## src/rtl/fdf_pkg.sv

```systemverilog
// Shared types and constants for the fractional-delay FIR frame filter.
// No dependencies.
package fdf_pkg;

	typedef logic signed [15:0] word_t;
	typedef logic signed [31:0] prod_t;

	localparam logic MODE_COEF   = 1'b0;
	localparam logic MODE_SAMPLE = 1'b1;

	localparam int WORD_W     = 16;
	localparam int FRAC_DROP  = 14;
	localparam int ROUND_HALF = 8192;

endpackage

```

## src/rtl/fractional_delay_fir_frame.sv

```systemverilog
// Fractional-delay FIR frame filter: tap table and history line in
// synchronous-read memories, one shared multiply-accumulate unit.
// Depends on fdf_pkg.
//
// Use:
//   Input channel (in_valid, in_stall, mode, tap_index, value, last) carries
//   one word per accepted handshake. mode 0 loads a Q2.14 coefficient into
//   slot tap_index (slots at or past TAPS are ignored) and gives no output.
//   mode 1 pushes a Q15 sample; last closes the frame.
//   Output channel (out_valid, out_stall, sample_out, frame_end) gives one
//   rounded, saturated Q15 word per output; frame_end marks the frame's final.
//   A coefficient word, or a sample word that yields no output, leaves the
//   block idle. Each output runs a pass of tap reads through the shared
//   multiplier, a drain while the read, product and accumulate registers
//   empty, and an emit step, with the next input taken the cycle after the
//   final emit. A closing sample gives up to TAPS - LOOK_BACK outputs back
//   to back.
//   in_stall stays high from the acceptance of a sample that yields output
//   until its last output has entered the output register. A stalled
//   receiver holds that register and the block waits in its emit step.
//   Reset clears the tap table valid flags, the frame count and the output
//   valid flag; the history needs no clearing pass, since entries older than
//   the frame's sample count read as zero.
module fractional_delay_fir_frame
	import fdf_pkg::*;
#(
	parameter int TAPS      = 16,
	parameter int LOOK_BACK = 8
) (
	input  logic        clk,
	input  logic        arst_n,
	input  logic        in_valid,
	output logic        in_stall,
	input  logic        mode,
	input  logic [3:0]  tap_index,
	input  word_t       value,
	input  logic        last,
	output logic        out_valid,
	input  logic        out_stall,
	output word_t       sample_out,
	output logic        frame_end
);

	localparam int AHEAD = TAPS - 1 - LOOK_BACK;
	localparam int KW    = $clog2(TAPS);
	localparam int CW    = $clog2(TAPS + 1);
	localparam int DW    = (AHEAD > 0) ? $clog2(AHEAD + 1) : 1;
	localparam int IW    = KW + DW + 2;
	localparam int AW    = 32 + KW;

	localparam logic [1:0] S_IDLE  = 2'd0;
	localparam logic [1:0] S_MAC   = 2'd1;
	localparam logic [1:0] S_DRAIN = 2'd2;
	localparam logic [1:0] S_EMIT  = 2'd3;

	word_t             coef_mem [TAPS];
	word_t             hist_mem [TAPS];
	logic [TAPS-1:0]   coef_vld_q;

	logic [1:0]        state_q;
	logic [KW-1:0]     ptr_q;
	logic [CW-1:0]     cnt_q;
	logic [KW-1:0]     k_q;
	logic [DW-1:0]     d_q;
	logic              last_q;

	word_t             coef_s1, hist_s1;
	logic              use_s1, v_s1, first_s1, lastk_s1;
	prod_t             prod_s2;
	logic              v_s2, first_s2, lastk_s2;
	logic signed [AW-1:0] acc_q;
	logic              acc_rdy_q;

	logic              out_valid_q, frame_end_q;
	word_t             sample_out_q;

	logic              in_acc, coef_wr, smp_wr, emit_go, emit_done;
	logic [KW-1:0]     ptr_nxt;
	logic [CW-1:0]     cnt_nxt;
	logic [CW-1:0]     fill_j;
	logic [DW-1:0]     d_start;
	logic              will_emit;
	logic signed [IW-1:0] idx;
	logic              idx_ok;
	logic [KW-1:0]     idx_k;
	logic [KW:0]       addr_w;
	logic [KW-1:0]     hist_addr;
	logic signed [AW-1:0] rnd, qv;
	word_t             sat_v;

	assign in_stall = (state_q != S_IDLE);
	assign in_acc   = in_valid && !in_stall;
	assign coef_wr  = in_acc && (mode == MODE_COEF) && (32'(tap_index) < 32'(TAPS));
	assign smp_wr   = in_acc && (mode == MODE_SAMPLE);

	assign ptr_nxt  = (ptr_q == KW'(TAPS - 1)) ? '0 : ptr_q + 1'b1;
	assign cnt_nxt  = (cnt_q == CW'(TAPS)) ? cnt_q : cnt_q + 1'b1;
	assign fill_j   = (32'(cnt_q) >= AHEAD) ? CW'(AHEAD) : cnt_q;
	assign d_start  = (last && (32'(fill_j) < AHEAD)) ? DW'(AHEAD - 32'(fill_j)) : '0;
	assign will_emit = last || (32'(fill_j) >= AHEAD);

	assign emit_go   = (state_q == S_EMIT) && (!out_valid_q || !out_stall);
	assign emit_done = last_q ? (d_q == DW'(AHEAD)) : 1'b1;

	always_comb begin
		idx       = IW'(TAPS - 1) - IW'(k_q) - IW'(d_q);
		idx_ok    = (idx >= 0) && (idx < $signed(IW'(cnt_q)));
		idx_k     = idx[KW-1:0];
		addr_w    = (KW+1)'(ptr_q) + ((ptr_q < idx_k) ? (KW+1)'(TAPS) : '0)
		            - (KW+1)'(idx_k);
		hist_addr = addr_w[KW-1:0];
	end

	always_comb begin
		rnd = acc_q + AW'(ROUND_HALF);
		qv  = rnd >>> FRAC_DROP;
		if (qv[AW-1] && !(&qv[AW-1:WORD_W-1])) begin
			sat_v = {1'b1, {(WORD_W-1){1'b0}}};
		end else if (!qv[AW-1] && (|qv[AW-1:WORD_W-1])) begin
			sat_v = {1'b0, {(WORD_W-1){1'b1}}};
		end else begin
			sat_v = qv[WORD_W-1:0];
		end
	end

	always_ff @(posedge clk) begin
		if (coef_wr) begin
			coef_mem[KW'(tap_index)] <= value;
		end
		if (smp_wr) begin
			hist_mem[ptr_nxt] <= value;
		end
		coef_s1 <= coef_mem[k_q];
		hist_s1 <= hist_mem[hist_addr];
	end

	always_ff @(posedge clk or negedge arst_n) begin
		if (!arst_n) begin
			coef_vld_q <= '0;
		end else if (coef_wr) begin
			coef_vld_q[KW'(tap_index)] <= 1'b1;
		end
	end

	always_ff @(posedge clk or negedge arst_n) begin
		if (!arst_n) begin
			state_q <= S_IDLE;
			ptr_q   <= '0;
			cnt_q   <= '0;
			k_q     <= '0;
			d_q     <= '0;
			last_q  <= 1'b0;
		end else begin
			case (state_q)
				S_IDLE: begin
					if (smp_wr) begin
						ptr_q  <= ptr_nxt;
						cnt_q  <= cnt_nxt;
						k_q    <= '0;
						d_q    <= d_start;
						last_q <= last;
						if (will_emit) begin
							state_q <= S_MAC;
						end
					end
				end
				S_MAC: begin
					if (k_q == KW'(TAPS - 1)) begin
						state_q <= S_DRAIN;
					end else begin
						k_q <= k_q + 1'b1;
					end
				end
				S_DRAIN: begin
					if (acc_rdy_q) begin
						state_q <= S_EMIT;
					end
				end
				S_EMIT: begin
					if (emit_go) begin
						k_q <= '0;
						if (emit_done) begin
							state_q <= S_IDLE;
							if (last_q) begin
								cnt_q <= '0;
							end
						end else begin
							d_q     <= d_q + 1'b1;
							state_q <= S_MAC;
						end
					end
				end
				default: begin
					state_q <= S_IDLE;
				end
			endcase
		end
	end

	always_ff @(posedge clk or negedge arst_n) begin
		if (!arst_n) begin
			v_s1      <= 1'b0;
			v_s2      <= 1'b0;
			acc_rdy_q <= 1'b0;
		end else begin
			v_s1      <= (state_q == S_MAC);
			v_s2      <= v_s1;
			acc_rdy_q <= v_s2 && lastk_s2;
		end
	end

	always_ff @(posedge clk) begin
		use_s1   <= idx_ok && coef_vld_q[k_q];
		first_s1 <= (k_q == '0);
		lastk_s1 <= (k_q == KW'(TAPS - 1));
		prod_s2  <= use_s1 ? prod_t'(coef_s1 * hist_s1) : '0;
		first_s2 <= first_s1;
		lastk_s2 <= lastk_s1;
		if (v_s2) begin
			acc_q <= (first_s2 ? '0 : acc_q) + AW'(prod_s2);
		end
	end

	always_ff @(posedge clk or negedge arst_n) begin
		if (!arst_n) begin
			out_valid_q <= 1'b0;
		end else if (emit_go) begin
			out_valid_q <= 1'b1;
		end else if (!out_stall) begin
			out_valid_q <= 1'b0;
		end
	end

	always_ff @(posedge clk) begin
		if (emit_go) begin
			sample_out_q <= sat_v;
			frame_end_q  <= last_q && (d_q == DW'(AHEAD));
		end
	end

	assign out_valid  = out_valid_q;
	assign sample_out = sample_out_q;
	assign frame_end  = frame_end_q;

	a_busy_has_samples: assert property (@(posedge clk) disable iff (!arst_n)
		(state_q != S_IDLE) |-> (cnt_q != '0))
		else $error("filter busy with an empty frame");

	a_acc_in_drain: assert property (@(posedge clk) disable iff (!arst_n)
		acc_rdy_q |-> (state_q == S_DRAIN))
		else $error("accumulator completed outside drain");

	a_coef_no_work: assert property (@(posedge clk) disable iff (!arst_n)
		(in_acc && (mode == MODE_COEF)) |=> (state_q == S_IDLE))
		else $error("coefficient word started a computation");

	a_frame_close: assert property (@(posedge clk) disable iff (!arst_n)
		(emit_go && last_q && (d_q == DW'(AHEAD))) |=> (cnt_q == '0) && (state_q == S_IDLE))
		else $error("frame not closed after final output");

endmodule

```

## config.mk

```make
export PLATFORM = sky130hd
export DESIGN_NAME = fractional_delay_fir_frame
export DESIGN_NICKNAME = d
export VERILOG_FILES = /design/src/rtl/fdf_pkg.sv /design/src/rtl/fractional_delay_fir_frame.sv
export SDC_FILE = /design/constraint.sdc
export NUM_CORES = 1
export LEC_CHECK = 0
export BUFFER_PORTS_ARGS = -buffer_cell sky130_fd_sc_hd__buf_2
export CAP_MARGIN = 5
export CORE_ASPECT_RATIO = 0.75
export CORE_MARGIN = 1
export CORE_UTILIZATION = 40
export DETAILED_ROUTE_END_ITERATION = 6
export PLACE_DENSITY_LB_ADDON = 0.08
export SLEW_MARGIN = 15
export SYNTH_ARGS = -nofsm -noshare
export SYNTH_HDL_FRONTEND = slang
export SYNTH_SLANG_ARGS = --single-unit
```

## constraint.sdc

```tcl
create_clock -name clk -period 7.8 [get_ports clk]
set_input_delay 0.39 -clock clk [delete_from_list [all_inputs] [get_ports clk]]
set_output_delay 0.39 -clock clk [all_outputs]
set_load 0.05 [all_outputs]
```

==> results of run 1 <==
critical path, stage by stage (launching register included):
cell and delay, ns:
dfxtp_1 0.72, nand2_1 0.20, inv_1 0.17, fa_1 0.55, fa_1 0.93, fa_1 0.54
fa_1 0.50, fa_1 0.49, inv_1 0.05, fa_1 0.47, inv_1 0.04, ha_1 0.37
a21o_1 0.19, a21oi_1 0.18, o21ai_0 0.12, o211ai_1 0.29, a21oi_1 0.19, a211oi_1 0.29
xnor2_1 0.10, and2_1 0.15
cells by family (layout without fill, tap and decap cells):
group           Yosys count  in the layout
flops                   673            673
simple gates            597            597
buf+inv                 411            540
fa+ha+maj               408            408
compound gates          235            235
mux                     169            169
xor+xnor                 88             88
registers in the layout (all words and copies together) (netlist names), 16 cells and up:
name and flops:
coef_vld_q 16, coef_mem 256, acc_q 36, coef_s1 16, hist_s1 16, hist_mem 256
sample_out 16, prod_s2 32
routing by layer:
metal	wire [um]	share of wire, %	GRT usage, %
met5	0	0	0
met4	1730	2.0	4.64
met3	3300	3.8	2.39
met2	40000	46	30.6
met1	41400	48	27.9
cells in the mapped netlist, drive strengths merged (19+ instances only):
| cell type | count |
|---|---|
| o21ai | 52 |
| nand3 | 27 |
| nand2b | 19 |
| or2 | 21 |
| nand2 | 196 |
| nor2 | 78 |
| clkbuf | 70 |
| fa | 265 |
| mux4 | 164 |
| nor3 | 23 |
| edfxtp | 565 |
| inv | 323 |
| nor2b | 48 |
| a21oi | 80 |
| xnor2 | 61 |
| ha | 143 |
| and2 | 147 |
| dfxtp | 69 |
| dfrtp | 39 |
| a21o | 24 |
| xor2 | 27 |
power groups by stage:
stage	combinational (mW)	sequential, mW	clock [mW]
floorplan	0.00162	3.97	0
global placement	0.0557	3.97	0
detailed placement	0.0597	3.97	0
CTS	0.0604	3.89	3.80
global route	0.0652	3.89	3.92
finish	0.0588	3.89	3.71
cells in the final DEF, fill, tap and decap left out, types with 26 or more instances in the layout:
cell type / count
and2_1: 147
dfrtp_1: 37
ha_1: 142
xor2_1: 26
nor2b_1: 48
nand2_1: 196
fa_1: 264
clkbuf_16: 73
mux4_2: 164
dfxtp_1: 69
inv_1: 323
buf_2: 44
nand3_1: 27
edfxtp_1: 565
o21ai_0: 47
a21oi_1: 77
nor2_1: 49
xnor2_1: 59
buf_4: 37
timing repair:
| item | in CTS | in global routing |
|---|---|---|
| hold buffers | 2 | 0 |
| resized for setup | 0 | 0 |
| hold endpoints to repair | 40 | 0 |
layout make-up:
cell class	instances	area (um2)
fill	8117	50100
sequential	673	19300
multi-input combinational	1497	16400
clock buffer	85	1880
tap	1225	1530
inverter	323	1210
clock inverter	49	708
timing repair buffer	83	518
path summary, 6_finish.rpt:
| kind | start | to | slack (ns) | depth (start not counted) |
|---|---|---|---|---|
| max in group asynchronous | arst_n | k_q[0] | 6.60 | 2 |
| hold reg to reg | lastk_s1 | lastk_s2 | 0.33 | 0 |
| hold / removal | last | last_q | 0.05 | 3 |
| setup / recovery | hist_s1[1] | prod_s2[31] | 1.14 | 19 |
| min in group asynchronous | arst_n | ptr_q[1] | 0.46 | 2 |
| setup reg to reg | hist_s1[1] | prod_s2[31] | 1.14 | 19 |
metrics by stage:
stage | std cells | area [um2] | hold slack, ns
5_1_grt | 3935 | 41600 | 0.0450
2_1_floorplan | 2581 | 37100 | 0.0944
6_report | 3935 | 41600 | 0.0472
3_3_place_gp | 3799 | 38900 | 0.314
3_5_place_dp | 3799 | 38900 | 0.314
4_1_cts | 3935 | 41600 | 0.0118
==> results.yml, run 1 <==
routing:
  first_pass_iters: 5
  drc: 0
  drt_wl_total_um: 86500
  wl_per_cell_um: 22.0
  drt.antenna.violating_nets: 0
  avgViaCountPerCell: 5.22
  first_iter_violations: 1295
  vias: 20500
final_layout:
  layout-drive-gt1-share_pct: 16.0
  finalNetCount: 3085
  antenna_cells: 0
  syn2layout_area_growth_pct: 12.1
  fin_util_pct: 45.3
power_and_ir_drop:
  p_total_mw: 7.66
  seq_power_share_pct: 50.8
  p_per_area_nw_per_um2: 184
  leakage_nw: 15.9
  p_clk_share_pct: 48.5
  p_switching_mw: 1.57
  swShare_pct: 20.4
  peakVddDrop_mv: 0.158
  p_comb_share_pct: 0.8
  internal_power_mw: 6.09
logic_synthesis:
  ys.flop_type: "edfxtp_1"
  synthSimpleGateAreaFrac_pct: 8.16
  seq_area_frac_synth_pct: 52.1
  synth_top_family_by_area: "adder cells"
  syn_nets: 3015
  synth.area.top_cells: "edfxtp_1 46%, fa_1 14%, mux4_2 10%"
  synth_compound_area_share_pct: 4.12
  syn_avg_cell_area_um2: 14.4
  synth_cells: 2581
  synth_area_um2: 37100
  async_reset_ff_share_pct: 5.79
  ys_warn_count: 0
  yosys.area_share.adder_pct: 19.1
  ys_ff_latch: 673
  synth-xor-area-share_pct: 2.10
  synth_top_area_share_pct: 45.8
  synth_edf_count: 565
  synth.distinct_cells: 73
  muxShareOfSynthArea_pct: 10.1
  yosysTopAreaCell: "edfxtp_1"
sta:
  hold_viol: 0
  period_needed_ns: 6.66
  fin_ws_ns: 1.14
  fin_crit_sh_pct: 85.3
  skew_ns: 0.0427
  slew_viol_final: 0
  fmax_mhz: 150
  relSlewSlack_pct: 24.4
  worst_slew_pin_slew_ns: 1.12
  grt_setup_unrepaired: "false"
  setup_viol: 0
  timing.setup.tns_ns: 0
run:
  cap_violations: 0
global_routing:
  track_usage_pct: 19.2
  grt-ovfl-total: 0
  grt_pass1_vias: 22400
  grt_antenna_before_repair: 2
  grt_pass1_wl_um: 136000
  grt_max_degree: 65
cts:
  cts-buffers-inserted: 73
  path_clk_slew_ns: 0.06
  cts_tree: "done"
  clock_path_buffers: 3
  root_buffer: "clkbuf_16"
  post_cts_buffers: 0
  cts.sinks: 673
  htreeDepth: 3
  clk_latency_ns: 0.65
worst_setup_path:
  critPathCaptureType: "flop"
  crit_required_ns: 8.34
  worstSetupPathType: "reg -> reg"
  arrival_ns: 7.19
  worstSetupStartpointType: "flop"
  path_max_fanout: 16
outcome:
  status: "finished, final reports clean"
place:
  globalplace.congestion: 0.818
  port_buffers: 44
  pre_cts_ws_ns: 1.14
  dp_hpwl_um: 58200
die:
  rows: 96
  die_h_um: 266
  num_io_pins: 45
  core_um2: 91600
  dieArea_um2: 93900
  initial_utilization_pct: 40.4
  fp.dieW_um: 353
worst_hold_path:
  hold_path_class: "in -> reg"
Power figures use the tool's default switching activity.
==> run 2: changes to the inputs <==
--- a/config.mk
+++ b/config.mk
@@ -12,4 +12,5 @@
 export CORE_UTILIZATION = 40
 export DETAILED_ROUTE_END_ITERATION = 6
+export HOLD_SLACK_MARGIN = 0.12
 export PLACE_DENSITY_LB_ADDON = 0.08
 export SLEW_MARGIN = 15
==> constraint.sdc (replaced) <==
create_clock -name clk -period 7.8 [get_ports clk]
set_input_delay 0.39 -clock clk [delete_from_list [all_inputs] [get_ports clk]]
set_output_delay 0.39 -clock clk [all_outputs]
set_load 0.1 [all_outputs]
==> run 2 against run 1 <==
Against the previous run: core utilization hardly changed; cell count hardly changed; flip-flop and latch count did not move; via count barely moved; register-to-register slack got worse by 0.02 ns; sequential power about the same; die area unchanged; count of clock-buffer cells in the layout is the same; clock power about the same; wire length rose by 0.11%; final area about the same.
==> results.yml, run 2 (synthesized netlist as in run 1, its figures left out) <==
global_routing:
  grt_max_degree: 65
  grt_antenna_before_repair: 2
  grt_pass1_vias: 22400
  grt-ovfl-total: 0
  grt_pass1_wl_um: 136000
  track_usage_pct: 19.2
final_layout:
  syn2layout_area_growth_pct: 12.1
  antenna_cells: 0
  layout_common_cells: "565 x edfxtp_1, 323 x inv_1, 264 x fa_1"
  reg_top3: "coef_mem (256), hist_mem (256), acc_q (36)"
  multi_input_area_um2: 16400
  mostFrequentLayoutCell: "edfxtp_1"
  finalNetCount: 3086
  fillers: 8119
  seqCellArea_um2: 19300
  layout-drive-gt1-share_pct: 16.0
  fin_area_um2: 41600
routing:
  vias: 20500
  drc: 0
  drt.antenna.violating_nets: 0
  drt_wl_total_um: 86600
  avgViaCountPerCell: 5.22
  first_iter_violations: 1373
  first_pass_iters: 5
  wl_per_cell_um: 22.0
worst_setup_path:
  path_max_fanout: 16
  cp_slowest_cell: "fa_1"
  crit_top_cell: "fa_1"
  critPathCaptureType: "flop"
  worstSetupStartpointType: "flop"
  worstPathCellList: "nand2_1, inv_1, fa_1, fa_1, fa_1, fa_1, fa_1, inv_1, fa_1, inv_1, ha_1, a21o_1, a21oi_1, o21ai_0, o211ai_1, a21oi_1, a211oi_1, xnor2_1, and2_1"
  critPathBufInv: 3
  worstSetupPathType: "reg -> reg"
  arrival_ns: 7.22
  crit_required_ns: 8.34
  crit_family: "adder cells"
  cpPeakStageDelay_ns: 0.93
sta:
  holdWs_ns: 0.164
  fin_crit_sh_pct: 85.7
  skew_ns: 0.0420
  fmax_mhz: 150
  slew_viol_final: 0
  hold_viol: 0
  setup_viol: 0
  period_needed_ns: 6.68
  worst_slew_pin_slew_ns: 1.05
  timing.setup.tns_ns: 0
  grt_setup_unrepaired: "false"
  relSlewSlack_pct: 29.3
place:
  globalplace.congestion: 0.818
  port_buffers: 44
  dpl-instance-area_um2: 38900
  dp_hpwl_um: 58200
outcome:
  status: "finished, final reports clean"
die:
  die_h_um: 266
  initial_utilization_pct: 40.4
  fp.dieW_um: 353
  core_um2: 91600
  dieArea_um2: 93900
  rows: 96
  num_io_pins: 45
cts:
  cts_resized: 0
  cts.sinks: 673
  path_clk_slew_ns: 0.06
  clock_path_buffers: 3
  post_cts_buffers: 0
  cts_tree: "done"
  root_buffer: "clkbuf_16"
  clk_latency_ns: 0.65
  htreeDepth: 3
  holdBufCountCts: 3
  cts-buffers-inserted: 73
power_and_ir_drop:
  leakage_nw: 15.9
  p_total_mw: 7.66
  p_per_area_nw_per_um2: 184
  peakVddDrop_mv: 0.158
worst_hold_path:
  hold_path_class: "in -> reg"
run:
  cap_violations: 0
-- run 2: path summary, 6_finish.rpt --
kind	start	to	depth (start not counted)	slack, ns
worst max-delay path	hist_s1[1]	prod_s2[31]	19	1.12
worst min-delay path	in_valid	last_q	4	0.16
worst max register to register	hist_s1[1]	prod_s2[31]	19	1.12
worst min register to register	lastk_s1	lastk_s2	0	0.33
max in group asynchronous	arst_n	k_q[0]	2	6.59
min in group asynchronous	arst_n	ptr_q[1]	2	0.46
-- run 2: per-stage QoR --
stage	util, %	instances	worst slack (ns)
after floorplan	-	2581	1.86
after global placement	42.5	3799	1.30
after detailed placement	42.5	3799	1.14
after CTS	45.3	3936	1.10
after global routing	45.3	3936	0.719
final	45.3	3936	1.12
-- run 2: per-layer routing --
layer | global-route usage [%] | wire (um) | share of wire, % | vias up
li1 | - | - | - | 9221
met1 | 27.9 | 41300 | 48 | 10800
met2 | 30.6 | 40000 | 46 | 387
met3 | 2.39 | 3550 | 4.1 | 91
met4 | 4.64 | 1730 | 2.0 | 0
met5 | 0 | 0 | 0 | -
-- run 2: worst register-to-register path, cell delays in order, from the launching register on --
cell and delay (ns):
dfxtp_1 0.73, nand2_1 0.21, inv_1 0.17, fa_1 0.55
fa_1 0.93, fa_1 0.54, fa_1 0.50, fa_1 0.49
inv_1 0.05, fa_1 0.47, inv_1 0.04, ha_1 0.37
a21o_1 0.19, a21oi_1 0.18, o21ai_0 0.12, o211ai_1 0.31
a21oi_1 0.20, a211oi_1 0.29, xnor2_1 0.10, and2_1 0.15
-- run 2: area by class of cell --
type                            instances  area share [%]
Sequential cell                       673            46.5
Multi-Input combinational cell       1497            39.4
Clock buffer                           85            4.53
Tap cell                             1225            3.69
Inverter                              323            2.92
Clock inverter                         49            1.70
Timing Repair Buffer                   84            1.27
-- run 2: where the power goes --
part	internal (mW)	switching [mW]
Sequential	3.89	0.0000000000000000214
Clock	2.20	1.51
Combinational	0.00626	0.0531
==> run 3: changes to the inputs <==
Clock period 7.8 ns to 6.5 ns, I/O delays scaled along.
==> run 3 against run 2 <==
Against the previous run: count of clock-buffer cells in the layout is 15 higher; first-iteration DRC count is 11% higher; sequential power is 20% higher; global-route usage is 0.11 points higher; clock skew is 0.0038 ns lower; hold slack worse by 0.0071 ns; wire length is 0.47% higher; critical path depth is 2 higher; maximum frequency is 7.1% higher; register-to-register slack worse by 0.86 ns; critical path type unchanged; largest cell class unchanged.
==> results.yml, run 3 (synthesized netlist as in run 1, its figures left out) <==
worst_setup_path:
  arrival_ns: 6.74
  worstSetupStartpointType: "flop"
  worstSetupPathType: "reg -> reg"
  cpPeakStageDelay_ns: 0.57
  critPathCaptureType: "flop"
  worstPathCellList: "buf_4, nand2_1, fa_1, inv_1, fa_1, fa_1, fa_1, fa_1, inv_1, fa_1, inv_1, ha_1, a21oi_1, o21ai_0, nand2_1, o31ai_1, or3_1, o31a_1, a211oi_2, a21oi_1, mux2i_1"
  crit_top_cell: "fa_1"
  path_max_fanout: 5
  r2r_cells: 21
  cp_slowest_cell: "fa_1"
  crit_required_ns: 7.00
power_and_ir_drop:
  p_per_area_nw_per_um2: 214
  leakage_nw: 16.1
  peakVddDrop_mv: 0.167
routing:
  drc: 0
  first_iter_violations: 1522
  avgViaCountPerCell: 5.21
  vias: 20800
  wl_per_cell_um: 21.8
  drt_wl_total_um: 87000
  drt.antenna.violating_nets: 0
  first_pass_iters: 6
final_layout:
  reg_top3: "coef_mem (256), hist_mem (256), acc_q (36)"
  mostFrequentLayoutCell: "edfxtp_1"
  layout_common_cells: "565 x edfxtp_1, 323 x inv_1, 263 x fa_1"
  syn2layout_area_growth_pct: 12.9
  finalNetCount: 3133
  layout-drive-gt1-share_pct: 17.9
  fillers: 8201
cts:
  clk_latency_ns: 0.63
  path_clk_slew_ns: 0.06
  clock_path_buffers: 3
  htreeDepth: 3
  cts_tree: "done"
  root_buffer: "clkbuf_16"
  cts.sinks: 673
  cts-buffers-inserted: 73
  post_cts_buffers: 0
place:
  dp_hpwl_um: 59800
  port_buffers: 44
  globalplace.congestion: 0.819
global_routing:
  met1_usage_pct: 27.8
  grt_pass1_vias: 22300
  grt_use_met2_pct: 30.7
  grt_max_degree: 42
  busiest_layer: "met2"
  grt-ovfl-total: 0
  track_usage_pct: 19.3
  grt_pass1_wl_um: 136000
  grt_antenna_before_repair: 2
  grtUsageMet3_pct: 2.95
sta:
  holdWs_ns: 0.157
  period_needed_ns: 6.24
  fmax_mhz: 160
  fin_crit_sh_pct: 96.0
  hold_viol: 0
  setup_viol: 0
  worst_slew_pin_slew_ns: 1.12
  slew_viol_final: 0
  grt_setup_unrepaired: "false"
  timing.setup.tns_ns: 0
  skew_ns: 0.0382
  relSlewSlack_pct: 24.8
die:
  num_io_pins: 45
  core_um2: 91600
  die_h_um: 266
  initial_utilization_pct: 40.4
  dieArea_um2: 93900
  fp.dieW_um: 353
  rows: 96
worst_hold_path:
  hold_path_class: "in -> reg"
  hold_depth: 4
outcome:
  status: "finished, final reports clean"
run:
  cap_violations: 0
run 3: through the flow:
step	power [mW]	cells	cell area (um2)	worst slack, ns	utilization, %
after CTS	9.08	3980	41800	0.171	45.6
after floorplan	4.76	2581	37100	0.564	-
after global routing	9.23	3980	41800	0.000732	45.6
final	8.96	3982	41800	0.261	45.6
after global placement	4.82	3844	39300	0.236	42.9
after detailed placement	4.83	3844	39300	0.203	42.9
run 3: power breakdown:
part,switching [mW],internal (mW)
Combinational,0.0634,0.00790
Clock,1.75,2.47
Sequential,0.0000000000000000266,4.67
run 3: critical path: cells and delay by family, from the launching register on:
kind / cells / cell delay, ns
buffers and inverters: 4 / 0.38
adders and majority gates: 7 / 3.32
and+or+nand+nor: 3 / 0.64
muxes: 1 / 0.13
AOI/OAI and AO/OA: 6 / 1.11
DFF: 1 / 0.52
run 3: final cells by class:
type	count	area (um2)	area share (%)
flip-flops and latches	673	19300	46.3
multi-input cells	1497	16400	39.1
clock buffers	100	2090	5.00
well taps	1225	1530	3.66
inverters	323	1210	2.90
repair buffers	131	923	2.21
clock inverters	31	349	0.835
diodes	2	5.00	0.0120
run 3: layer usage:
| layer | vias up | share of wire [%] |
|---|---|---|
| li1 | 9315 | - |
| met1 | 10900 | 47 |
| met2 | 413 | 46 |
| met3 | 108 | 4.2 |
| met4 | 2 | 2.0 |
| met5 | - | 0.014 |
run 3: repair_timing:
action                                  CTS  global route
hold buffers                              5             0
gates resized for setup                   0            16
endpoints found under the setup margin    0             8
endpoints found under the hold margin    43             0
run 3: path summary, 6_finish.rpt:
kind | from | to | slack [ns]
max in group asynchronous | arst_n | k_q[0] | 5.37
setup / recovery | coef_s1[15] | prod_s2[30] | 0.26
hold reg to reg | first_s1 | first_s2 | 0.33
setup reg to reg | coef_s1[15] | prod_s2[30] | 0.26
min in group asynchronous | arst_n | coef_vld_q[14] | 0.40
hold / removal | in_valid | last_q | 0.16
